**src/design/est_pkg.sv**
```systemverilog
// shared types and constants for the engine speed and throttle block
// no dependencies; imported by the controller, datapath and top level
`default_nettype none

package est_pkg;

    localparam int unsigned GAIN_W = 20;
    localparam int unsigned FLD_W  = 17;

    // sequencer steps, one product of the shared multiplier per step
    typedef enum logic [4:0] {
        S_IDLE,
        S_DISPATCH,
        S_OFF_MUL,
        S_OFF_UPD,
        S_SM_M1,
        S_SM_M2,
        S_SM_R,
        S_SM_M3,
        S_SM_M4,
        S_SM_ST,
        S_CT_LOW,
        S_CT_M1,
        S_CT_M2,
        S_CT_M3,
        S_CT_M4,
        S_CT_M5,
        S_CT_M6,
        S_CT_M7,
        S_CT_M8,
        S_CT_M9,
        S_AM_M1,
        S_AM_M2,
        S_AM_M3,
        S_AM_M4,
        S_AM_M5,
        S_OU_M1,
        S_OU_M2,
        S_OU_M3,
        S_OU_M4,
        S_OU_M5,
        S_DONE
    } st_t;

    typedef enum logic [0:0] {
        CFG_PROP_GAIN  = 1'b0,
        CFG_INTEG_GAIN = 1'b1
    } cfg_idx_t;

    typedef struct packed {
        st_t  step;
        logic load;
        logic publish;
    } cmd_t;

    typedef struct packed {
        logic ign;
        logic tgt_nz;
        logic cur_low;
    } status_t;

endpackage

`default_nettype wire

```
**src/design/est_ctrl.sv**
```systemverilog
// sequencer for the engine speed and throttle block
// depends on est_pkg; drives the datapath through cmd_t, reads status_t
`default_nettype none

module est_ctrl
    import est_pkg::*;
(
    input  wire logic    clk,
    input  wire logic    rst_n,
    input  wire logic    s_tvalid,
    output logic         s_tready,
    output logic         m_tvalid,
    input  wire logic    m_tready,
    input  wire status_t stat,
    output cmd_t         cmd
);

    st_t  state_reg, state_next;
    logic out_valid_reg, out_valid_next;
    logic accept;
    logic can_pub;

    assign accept  = s_tvalid && (state_reg == S_IDLE);
    assign can_pub = !out_valid_reg || m_tready;

    always_comb
    begin
        state_next = state_reg;
        case (state_reg)
            S_IDLE:     if (accept) state_next = S_DISPATCH;
            S_DISPATCH: state_next = stat.ign ? S_SM_M1 : S_OFF_MUL;
            S_OFF_MUL:  state_next = S_OFF_UPD;
            S_OFF_UPD:  state_next = S_OU_M1;
            S_SM_M1:    state_next = S_SM_M2;
            S_SM_M2:    state_next = S_SM_R;
            S_SM_R:     state_next = S_SM_M3;
            S_SM_M3:    state_next = S_SM_M4;
            S_SM_M4:    state_next = S_SM_ST;
            S_SM_ST:
            begin
                if (!stat.tgt_nz)
                    state_next = S_AM_M1;
                else if (stat.cur_low)
                    state_next = S_CT_LOW;
                else
                    state_next = S_CT_M1;
            end
            S_CT_LOW:   state_next = S_AM_M1;
            S_CT_M1:    state_next = S_CT_M2;
            S_CT_M2:    state_next = S_CT_M3;
            S_CT_M3:    state_next = S_CT_M4;
            S_CT_M4:    state_next = S_CT_M5;
            S_CT_M5:    state_next = S_CT_M6;
            S_CT_M6:    state_next = S_CT_M7;
            S_CT_M7:    state_next = S_CT_M8;
            S_CT_M8:    state_next = S_CT_M9;
            S_CT_M9:    state_next = S_AM_M1;
            S_AM_M1:    state_next = S_AM_M2;
            S_AM_M2:    state_next = S_AM_M3;
            S_AM_M3:    state_next = S_AM_M4;
            S_AM_M4:    state_next = S_AM_M5;
            S_AM_M5:    state_next = S_OU_M1;
            S_OU_M1:    state_next = S_OU_M2;
            S_OU_M2:    state_next = S_OU_M3;
            S_OU_M3:    state_next = S_OU_M4;
            S_OU_M4:    state_next = S_OU_M5;
            S_OU_M5:    state_next = S_DONE;
            S_DONE:     if (can_pub) state_next = S_IDLE;
            default:    state_next = S_IDLE;
        endcase
    end

    always_comb
    begin
        cmd.step    = state_reg;
        cmd.load    = accept;
        cmd.publish = (state_reg == S_DONE) && can_pub;
        s_tready    = (state_reg == S_IDLE);
        m_tvalid    = out_valid_reg;
        if (cmd.publish)
            out_valid_next = 1'b1;
        else if (m_tready)
            out_valid_next = 1'b0;
        else
            out_valid_next = out_valid_reg;
    end

    always_ff @(posedge clk or negedge rst_n)
    begin
        if (!rst_n)
        begin
            state_reg     <= S_IDLE;
            out_valid_reg <= 1'b0;
        end
        else
        begin
            state_reg     <= state_next;
            out_valid_reg <= out_valid_next;
        end
    end

    a_pub_free: assert property (@(posedge clk) disable iff (!rst_n)
        cmd.publish |-> (!out_valid_reg || m_tready))
        else $error("result written over a beat not yet taken");

    a_accept_dispatch: assert property (@(posedge clk) disable iff (!rst_n)
        (s_tvalid && s_tready) |=> (state_reg == S_DISPATCH))
        else $error("accepted beat not dispatched");

    a_done_shows: assert property (@(posedge clk) disable iff (!rst_n)
        (state_reg == S_DONE && can_pub) |=> (state_reg == S_IDLE && m_tvalid))
        else $error("finished update not presented");

endmodule

`default_nettype wire

```
**src/design/est_dp.sv**
```systemverilog
// datapath for the engine speed and throttle block: state, shared multiplier
// depends on est_pkg; steered step by step by est_ctrl
`default_nettype none

module est_dp
    import est_pkg::*;
(
    input  wire logic          clk,
    input  wire logic          rst_n,
    input  wire cmd_t          cmd,
    output status_t            stat,
    input  wire logic          cfg_we,
    input  wire logic [0:0]    cfg_index,
    input  wire logic [19:0]   cfg_data,
    input  wire logic [16:0]   step_time,
    input  wire logic [16:0]   throttle_cmd,
    input  wire logic [16:0]   speed_target,
    input  wire logic          ignition_on,
    input  wire logic          starter_press,
    output logic [16:0]        engine_speed,
    output logic [16:0]        engine_load,
    output logic [12:0]        exhaust_flow,
    output logic [17:0]        manifold_pressure,
    output logic               starter_active
);

    localparam logic [16:0] ONE_V = 17'd65536;

    function automatic logic signed [43:0] shr_tz(input logic signed [43:0] v,
                                                   input logic [4:0] sh);
        logic [43:0] mag;
        logic [43:0] q;
        begin
            mag = v[43] ? 44'(-v) : 44'(v);
            q   = mag >> sh;
            return v[43] ? -$signed(q) : $signed(q);
        end
    endfunction

    // architectural state
    logic [16:0] cur_reg, cur_next;
    logic [16:0] ratio_reg, ratio_next;
    logic [16:0] st_reg, st_next;
    logic signed [17:0] integ_reg, integ_next;
    logic [16:0] prev_spd_reg, prev_spd_next;
    logic signed [18:0] prev_drv_reg, prev_drv_next;
    logic latch_reg, latch_next;
    logic [19:0] pgain_reg, pgain_next;
    logic [19:0] igain_reg, igain_next;

    // per-update working registers
    logic [16:0] dt_reg, dt_next;
    logic [16:0] thr_reg, thr_next;
    logic [16:0] tgt_reg, tgt_next;
    logic ign_reg, ign_next;
    logic signed [43:0] prod_reg;
    logic [32:0] acc_reg, acc_next;
    logic signed [27:0] p_reg, p_next;
    logic signed [20:0] raw_reg, raw_next;
    logic signed [24:0] curved_reg, curved_next;
    logic [16:0] load_reg, load_next;
    logic [17:0] aim_reg, aim_next;
    logic [16:0] up_reg, up_next;
    logic [12:0] exh_reg, exh_next;
    logic [18:0] q_reg, q_next;
    logic [17:0] pres_reg, pres_next;

    // result register
    logic [16:0] o_speed_reg, o_load_reg;
    logic [12:0] o_exh_reg;
    logic [17:0] o_pres_reg;
    logic o_start_reg;

    logic signed [21:0] mul_a, mul_b;
    logic [43:0] pu;
    logic [43:0] pu_half;
    logic [16:0] rnd16;
    logic signed [17:0] err;
    logic signed [17:0] dspd;
    logic [16:0] sel;
    logic [33:0] ssum;
    logic [17:0] rnew;
    logic signed [43:0] tz4, tz12, tz24;
    logic signed [31:0] isum;
    logic signed [28:0] rsum;
    logic [15:0] mr;
    logic signed [25:0] d, lim;
    logic [16:0] a_ctl;
    logic [17:0] c_up, c_lo, c_new;
    logic [16:0] dec;

    assign err  = $signed({1'b0, tgt_reg}) - $signed({1'b0, cur_reg});
    assign dspd = $signed({1'b0, cur_reg}) - $signed({1'b0, prev_spd_reg});

    always_comb
    begin
        if (thr_reg < 17'd6554)
            sel = 17'd58982;
        else if (thr_reg < 17'd19661)
            sel = 17'd52429;
        else
            sel = 17'd45875;
    end

    // shared multiplier operands
    always_comb
    begin
        mul_a = '0;
        mul_b = '0;
        case (cmd.step)
            S_OFF_MUL, S_AM_M2:
            begin
                mul_a = $signed({5'b0, dt_reg});
                mul_b = 22'sd8000;
            end
            S_SM_M1:
            begin
                mul_a = $signed({5'b0, ratio_reg});
                mul_b = 22'sd62259;
            end
            S_SM_M2:
            begin
                mul_a = $signed({5'b0, sel});
                mul_b = 22'sd3277;
            end
            S_SM_M3:
            begin
                mul_a = $signed({5'b0, thr_reg});
                mul_b = $signed({5'b0, ratio_reg});
            end
            S_SM_M4:
            begin
                mul_a = $signed({5'b0, st_reg});
                mul_b = $signed({5'b0, 17'(ONE_V - ratio_reg)});
            end
            S_CT_M1:
            begin
                mul_a = {{4{err[17]}}, err};
                mul_b = $signed({2'b0, pgain_reg});
            end
            S_CT_M2:
            begin
                mul_a = {{4{dspd[17]}}, dspd};
                mul_b = 22'sd1678;
            end
            S_CT_M3:
            begin
                mul_a = {{4{err[17]}}, err};
                mul_b = $signed({5'b0, dt_reg});
            end
            S_CT_M5:
            begin
                mul_a = {{4{integ_reg[17]}}, integ_reg};
                mul_b = $signed({2'b0, igain_reg});
            end
            S_CT_M7:
            begin
                mul_a = {raw_reg[20], raw_reg};
                mul_b = {raw_reg[20], raw_reg};
            end
            S_AM_M1:
            begin
                mul_a = $signed({5'b0, load_reg});
                mul_b = 22'sd83200;
            end
            S_AM_M3:
            begin
                mul_a = $signed({5'b0, dt_reg});
                mul_b = 22'sd80000;
            end
            S_AM_M4:
            begin
                mul_a = $signed({5'b0, dt_reg});
                mul_b = 22'sd24000;
            end
            S_OU_M1:
            begin
                mul_a = $signed({4'b0, 18'({1'b0, load_reg} + 18'd5)});
                mul_b = 22'sd104858;
            end
            S_OU_M2:
            begin
                mul_a = $signed({5'b0, load_reg});
                mul_b = 22'sd303975;
            end
            S_OU_M4:
            begin
                mul_a = $signed({3'b0, q_reg});
                mul_b = 22'sd838861;
            end
            default:
            begin
                mul_a = '0;
                mul_b = '0;
            end
        endcase
    end

    assign pu      = prod_reg;
    assign pu_half = pu + 44'd32768;
    assign rnd16   = pu_half[32:16];
    assign tz4     = shr_tz(prod_reg, 5'd4);
    assign tz12    = shr_tz(prod_reg, 5'd12);
    assign tz24    = shr_tz(prod_reg, 5'd24);

    always_comb
    begin
        cur_next      = cur_reg;
        ratio_next    = ratio_reg;
        st_next       = st_reg;
        integ_next    = integ_reg;
        prev_spd_next = prev_spd_reg;
        prev_drv_next = prev_drv_reg;
        latch_next    = latch_reg;
        pgain_next    = pgain_reg;
        igain_next    = igain_reg;
        dt_next       = dt_reg;
        thr_next      = thr_reg;
        tgt_next      = tgt_reg;
        ign_next      = ign_reg;
        acc_next      = acc_reg;
        p_next        = p_reg;
        raw_next      = raw_reg;
        curved_next   = curved_reg;
        load_next     = load_reg;
        aim_next      = aim_reg;
        up_next       = up_reg;
        exh_next      = exh_reg;
        q_next        = q_reg;
        pres_next     = pres_reg;

        ssum  = {1'b0, acc_reg} + {1'b0, pu[32:0]} + 34'd32768;
        rnew  = ssum[33:16];
        isum  = 32'(integ_reg) + tz4[31:0];
        rsum  = 29'(p_reg) + 29'($signed(tz24[11:0]));
        mr    = dt_reg[16:1];
        d     = 26'(curved_reg) - 26'(prev_drv_reg);
        lim   = 26'(curved_reg);
        a_ctl = '0;
        dec   = rnd16;
        c_up  = {1'b0, cur_reg} + {1'b0, up_reg};
        c_lo  = (cur_reg > rnd16) ? {1'b0, 17'(cur_reg - rnd16)} : 18'd0;
        c_new = {1'b0, cur_reg};

        if (cfg_we)
        begin
            case (cfg_idx_t'(cfg_index))
                CFG_PROP_GAIN:  pgain_next = cfg_data;
                CFG_INTEG_GAIN: igain_next = cfg_data;
                default:        pgain_next = pgain_reg;
            endcase
        end

        if (cmd.load)
        begin
            dt_next  = (step_time > ONE_V) ? ONE_V : step_time;
            thr_next = (throttle_cmd > ONE_V) ? ONE_V : throttle_cmd;
            tgt_next = speed_target;
            ign_next = ignition_on;
            if (starter_press)
                latch_next = 1'b1;
        end

        case (cmd.step)
            S_OFF_UPD:
            begin
                cur_next  = (cur_reg > dec) ? 17'(cur_reg - dec) : 17'd0;
                load_next = '0;
            end
            S_SM_M2, S_SM_M4:
                acc_next = pu[32:0];
            S_SM_R:
                ratio_next = (rnew > 18'(ONE_V)) ? ONE_V : rnew[16:0];
            S_SM_ST:
            begin
                st_next   = rnew[16:0];
                load_next = rnew[16:0];
            end
            S_CT_LOW:
                if (load_reg < 17'd6554)
                    load_next = 17'd6554;
            S_CT_M2:
                p_next = tz12[27:0];
            S_CT_M3:
                if (cur_reg < 17'd32000)
                    p_next = p_reg - tz12[27:0];
            S_CT_M4:
            begin
                if (isum < -32'sd32768)
                    integ_next = -18'sd32768;
                else if (isum > 32'sd32768)
                    integ_next = 18'sd32768;
                else
                    integ_next = isum[17:0];
            end
            S_CT_M6:
            begin
                if (rsum < -29'sd524288)
                    raw_next = -21'sd524288;
                else if (rsum > 29'sd524288)
                    raw_next = 21'sd524288;
                else
                    raw_next = rsum[20:0];
            end
            S_CT_M8:
            begin
                if (raw_reg < 21'sd32768)
                    curved_next = $signed({1'b0, pu[38:15]});
                else
                    curved_next = 25'(raw_reg);
            end
            S_CT_M9:
            begin
                if (d > $signed({10'b0, mr}))
                    lim = 26'(prev_drv_reg) + $signed({10'b0, mr});
                else if (d < -$signed({10'b0, mr}))
                    lim = 26'(prev_drv_reg) - $signed({10'b0, mr});
                else
                    lim = 26'(curved_reg);
                prev_spd_next = cur_reg;
                if (lim < -26'sd262144)
                    prev_drv_next = -19'sd262144;
                else if (lim > 26'sd262143)
                    prev_drv_next = 19'sd262143;
                else
                    prev_drv_next = lim[18:0];
                if (lim < 26'sd0)
                    a_ctl = '0;
                else if (lim > 26'sd65536)
                    a_ctl = ONE_V;
                else
                    a_ctl = lim[16:0];
                if (a_ctl > load_reg)
                    load_next = a_ctl;
            end
            S_AM_M2:
                aim_next = 18'd12800 + {1'b0, rnd16};
            S_AM_M3:
                if (latch_reg && cur_reg < 17'd9600)
                    aim_next = ((aim_reg > 18'd16000) ? 18'd16000 : aim_reg)
                               + {1'b0, rnd16};
            S_AM_M4:
                up_next = rnd16;
            S_AM_M5:
            begin
                if (aim_reg > {1'b0, cur_reg})
                    c_new = (aim_reg < c_up) ? aim_reg : c_up;
                else
                    c_new = (aim_reg > c_lo) ? aim_reg : c_lo;
                if (c_new > 18'd131071)
                    c_new = 18'd131071;
                cur_next = c_new[16:0];
                if (latch_reg && c_new > 18'd8800)
                    latch_next = 1'b0;
            end
            S_OU_M2:
                exh_next = pu[32:20];
            S_OU_M3:
                q_next = 19'((pu + 44'd327680) >> 16);
            S_OU_M5:
                pres_next = 18'd101325 + {3'b0, pu[37:23]};
            default:
                acc_next = acc_reg;
        endcase
    end

    always_ff @(posedge clk or negedge rst_n)
    begin
        if (!rst_n)
        begin
            cur_reg      <= '0;
            ratio_reg    <= 17'd52429;
            st_reg       <= '0;
            integ_reg    <= '0;
            prev_spd_reg <= '0;
            prev_drv_reg <= '0;
            latch_reg    <= 1'b0;
            pgain_reg    <= 20'd33554;
            igain_reg    <= 20'd1678;
        end
        else
        begin
            cur_reg      <= cur_next;
            ratio_reg    <= ratio_next;
            st_reg       <= st_next;
            integ_reg    <= integ_next;
            prev_spd_reg <= prev_spd_next;
            prev_drv_reg <= prev_drv_next;
            latch_reg    <= latch_next;
            pgain_reg    <= pgain_next;
            igain_reg    <= igain_next;
        end
    end

    always_ff @(posedge clk)
    begin
        dt_reg     <= dt_next;
        thr_reg    <= thr_next;
        tgt_reg    <= tgt_next;
        ign_reg    <= ign_next;
        prod_reg   <= mul_a * mul_b;
        acc_reg    <= acc_next;
        p_reg      <= p_next;
        raw_reg    <= raw_next;
        curved_reg <= curved_next;
        load_reg   <= load_next;
        aim_reg    <= aim_next;
        up_reg     <= up_next;
        exh_reg    <= exh_next;
        q_reg      <= q_next;
        pres_reg   <= pres_next;
        if (cmd.publish)
        begin
            o_speed_reg <= cur_reg;
            o_load_reg  <= load_reg;
            o_exh_reg   <= exh_reg;
            o_pres_reg  <= pres_reg;
            o_start_reg <= latch_reg;
        end
    end

    assign stat.ign     = ign_reg;
    assign stat.tgt_nz  = (tgt_reg != '0);
    assign stat.cur_low = (cur_reg < 17'd1600);

    assign engine_speed      = o_speed_reg;
    assign engine_load       = o_load_reg;
    assign exhaust_flow      = o_exh_reg;
    assign manifold_pressure = o_pres_reg;
    assign starter_active    = o_start_reg;

endmodule

`default_nettype wire

```
**src/design/engine_speed_throttle_step.sv**
```systemverilog
// Engine speed and throttle update. One beat in gives one beat out. An update
// runs through a sequencer that feeds a single shared 22x22 multiplier, one
// product per cycle. The sequence is longest with ignition on and the speed
// controller running, shorter with ignition on and the speed below the
// low-speed limit, shorter again with ignition on and no speed target, and
// shortest with ignition off. The finished result sits in an output register,
// so the next beat is taken while it waits; a new result is held back only if
// the previous one has still not been taken by then.
// top level; depends on est_pkg, est_ctrl and est_dp
`default_nettype none

module engine_speed_throttle_step
    import est_pkg::*;
(
    input  wire logic        clk,
    input  wire logic        rst_n,
    input  wire logic        s_tvalid,
    output logic             s_tready,
    input  wire logic [55:0] s_tdata,  // step_time, throttle_cmd, speed_target
    input  wire logic [1:0]  s_tuser,  // ignition_on, starter_press
    output logic             m_tvalid,
    input  wire logic        m_tready,
    // engine_speed, engine_load, exhaust_flow, manifold_pressure
    output logic [71:0]      m_tdata,
    output logic [0:0]       m_tuser,  // starter_active
    input  wire logic        cfg_we,
    input  wire logic [0:0]  cfg_index,
    input  wire logic [19:0] cfg_data
);

    cmd_t        cmd;
    status_t     stat;
    logic [16:0] engine_speed;
    logic [16:0] engine_load;
    logic [12:0] exhaust_flow;
    logic [17:0] manifold_pressure;
    logic        starter_active;

    est_ctrl u_ctrl (
        .clk      (clk),
        .rst_n    (rst_n),
        .s_tvalid (s_tvalid),
        .s_tready (s_tready),
        .m_tvalid (m_tvalid),
        .m_tready (m_tready),
        .stat     (stat),
        .cmd      (cmd)
    );

    est_dp u_dp (
        .clk               (clk),
        .rst_n             (rst_n),
        .cmd               (cmd),
        .stat              (stat),
        .cfg_we            (cfg_we),
        .cfg_index         (cfg_index),
        .cfg_data          (cfg_data),
        .step_time         (s_tdata[16:0]),
        .throttle_cmd      (s_tdata[33:17]),
        .speed_target      (s_tdata[50:34]),
        .ignition_on       (s_tuser[0]),
        .starter_press     (s_tuser[1]),
        .engine_speed      (engine_speed),
        .engine_load       (engine_load),
        .exhaust_flow      (exhaust_flow),
        .manifold_pressure (manifold_pressure),
        .starter_active    (starter_active)
    );

    assign m_tdata = {7'b0, manifold_pressure, exhaust_flow, engine_load, engine_speed};
    assign m_tuser = starter_active;

endmodule

`default_nettype wire
```
**config.mk**
```make
export PLATFORM = sky130hd
export DESIGN_NAME = engine_speed_throttle_step
export DESIGN_NICKNAME = d
export VERILOG_FILES = /design/src/design/est_pkg.sv /design/src/design/est_ctrl.sv /design/src/design/est_dp.sv /design/src/design/engine_speed_throttle_step.sv
export SDC_FILE = /design/constraint.sdc
export NUM_CORES = 2
export LEC_CHECK = 0
export BUFFER_PORTS_ARGS = -buffer_cell sky130_fd_sc_hd__buf_2
export CORE_AREA = 8 8 459 461
export CTS_CLUSTER_SIZE = 12
export DETAILED_ROUTE_END_ITERATION = 6
export DIE_AREA = 0 0 467 469
export HOLD_SLACK_MARGIN = 0.08
export MAX_ROUTING_LAYER = met4
export SLEW_MARGIN = 20
export SYNTH_ARGS = -nofsm -noshare
export SYNTH_HDL_FRONTEND = slang
export SYNTH_HIERARCHICAL = 1
export SYNTH_SLANG_ARGS = --single-unit
```
**constraint.sdc**
```tcl
create_clock -name clk -period 9.1 [get_ports clk]
set_clock_uncertainty 0.05 [all_clocks]
set_input_delay 1.365 -clock clk [delete_from_list [all_inputs] [get_ports clk]]
set_output_delay 1.365 -clock clk [all_outputs]
set_load 0.1 [all_outputs]
```
==> flow_summary.ini <==
[run_status]
status = complete, but fails checks
violations = setup timing

[layout]
largest_reg_flops = 41
n_fill_cell = 20800
syn2layout_area_growth_pct = 22.4
finish.instance_area_mm2 = 0.0716
drive_gt1_share_pct = 20.0
multi_input_area_mm2 = 0.0411
layout.area.seq_mm2 = 0.0145
layout.nets = 8452
utilization_pct = 35.2

[clocking]
cts.sinks = 520
cts_buffers = 70
clock_latency_ns = 0.68
clk_pin_slew_ns = 0.06
clockBufferDepth = 3
cts-root-buf = clkbuf_16
cts_tree = built
cts_htree_levels = 3

[timing]
hold_viol = 0
fin_hold_ws_ns = 0.339
fin_crit_sh_pct = 102
period_needed_ns = 9.32
slew_violations = 0
tightest_slew_ns = 1.18
worst_slack_ns = -0.221
setup_viol = 6
rsz0062_at_grt = true
max_freq_ghz = 0.107
relSlewSlack_pct = 20.6

[grt]
grt_pass1_wl_um = 345000
grt_max_degree = 95
met3_usage_pct = 3.51
grt_pass1_vias = 52600
antenna_found_initial = 14
busiest_layer = met2
grtUsageMet2_pct = 34.0
grt_use_total_pct = 21.6
gr-total-overflow = 0
use_met1_pct = 27.9

[synthesis]
ys_ff_latch = 520
yosysTopAreaCell = fa_1
synth_top_area_share_pct = 17.1
synth_ff_type = edfxtp_1
seq_area_frac_synth_pct = 24.7
async_flop_share_pct = 29.2
synth_area_per_cell_um2 = 8.92
synthCells = 6552
synth_area_leaders = fa_1 (17%), edfxtp_1 (17%), ha_1 (12%)
synth_cell_type_count = 103
syn_area_mm2 = 0.0585
yosys_warnings = 6
synth_edf_count = 327

[placed_design]
gp_congestion = 1.02
portBuffers = 146
detailedPlace.worstSlack_ns = -1.45
placed_area_mm2 = 0.0675
hpwl_um = 194000

[floorplan]
dieArea_mm2 = 0.219
die_w_um = 467
coreArea_mm2 = 0.203
rows = 166
io_pins = 159
die-height_um = 469
start_util_pct = 28.8

[worst_setup_path]
crit_path_frequent_cell = fa_1
cpPeakStageDelay_ns = 0.57
cp.required_ns = 9.60
crit_path_max_fanout = 4
critical_path_arrival_ns = 9.82
slowest_stage = fa_2
critical_path_class = flop to flop
start_kind = flop
worstSetupEndpointType = flop

[routing]
post_drt_wl_per_cell_um = 23.6
avgViaCountPerCell = 5.28
finalWirelength_um = 238000
drcViolationCount = 0
num_vias = 53100
drtIter0Drc = 5161
antenna_left = 0
drt_pass1_iterations = 7

[run]
drv_cap = 0

[hold_path]
hold_path.class = flop to flop
cell families (layout without fill, tap and decap cells):
| kind of cell | after synthesis | after routing | synth area share [%] |
|---|---|---|---|
| buffers and inverters | 1072 | 1888 | 7.03 |
| other | 2 | 15 | 0.0128 |
| adders and majority gates | 1046 | 1046 | 28.8 |
| muxes | 79 | 79 | 1.48 |
| xor gates and xnor gates | 385 | 385 | 5.79 |
| AOI/OAI and AO/OA | 1320 | 1320 | 15.1 |
| DFF | 520 | 520 | 24.7 |
| and+or+nand+nor | 2128 | 2128 | 17.1 |
final timing paths:
kind,end,startpoint,cells after the start,slack (ns)
hold reg to reg,u_dp/manifold_pressure[4],u_dp/pres_reg[4],0,0.34
setup / recovery,u_dp/prod_reg[37],u_dp/cur_reg[0],44,-0.22
hold / removal,u_dp/manifold_pressure[4],u_dp/pres_reg[4],0,0.34
min in group asynchronous,u_dp/cur_reg[15],rst_n,1,0.76
max in group asynchronous,u_dp/ratio_reg[16],rst_n,2,6.64
setup reg to reg,u_dp/prod_reg[37],u_dp/cur_reg[0],44,-0.22
per-stage QoR:
step           TNS (ns)  cells
5_1_grt           -5.01  10100
2_1_floorplan         0   6562
3_3_place_gp     -18.71   9862
3_5_place_dp     -18.84   9862
6_report         -0.894  10100
4_1_cts          -0.987  10000
synth_stat cells, types with 35 or more instances:
library cell / n
dfxtp_1: 41
a31oi_1: 35
or3_1: 43
a21oi_1: 289
nor2b_1: 123
nand3_1: 138
a22oi_1: 53
a21o_1: 117
nor4_1: 55
nand2b_1: 64
a211oi_1: 52
o21ai_0: 297
edfxtp_1: 327
and2_1: 90
fa_1: 499
dfrtp_1: 132
nor2_1: 512
o211ai_1: 43
ha_1: 547
clkbuf_1: 217
inv_1: 810
xor2_1: 132
nand4_1: 76
nand2_1: 764
o21a_1: 51
nor3_1: 114
xnor2_1: 251
mux2_2: 59
critical path, delay by kind of cell, from the launching register on:
family,cells,cell delay [ns]
simple gates,6,0.81
buf+inv,10,0.81
fa+ha+maj,10,4.30
xor+xnor,1,0.15
compound gates,17,2.65
flops,1,0.39
layout make-up:
cell class / instances / area share, %
Multi-Input combinational cell: 4970 / 57.4
Inverter: 814 / 4.29
Clock buffer: 92 / 2.71
Tap cell: 2688 / 4.70
Antenna cell: 3 / 0.0105
Clock inverter: 36 / 0.448
Sequential cell: 520 / 20.2
Timing Repair Buffer: 946 / 10.2
cell usage in the layout, fill, tap and decap left out, types with 247 or more instances in the layout:
cell type,instances
nor2_1,495
ha_1,528
o21ai_0,265
fa_1,474
xnor2_1,247
a21oi_1,271
nand2_1,743
inv_1,769
buf_4,739
edfxtp_1,327
layer usage:
metal,wire (um),share of wire (%)
met1,101000,42
met2,108000,45
met3,18600,7.8
met4,11000,4.6
met5,0,0
what timing repair did:
item | CTS | global route
setup buffers | 48 | 34
hold buffers | 0 | 0
endpoints found under the setup margin | 41 | 40
gates resized for setup | 190 | 128
pin swaps | 164 | 115
gates cloned | 1 | 0
Power is not shown: default switching activity piles up to over one toggle a cycle in this logic, so the estimate is an artifact.
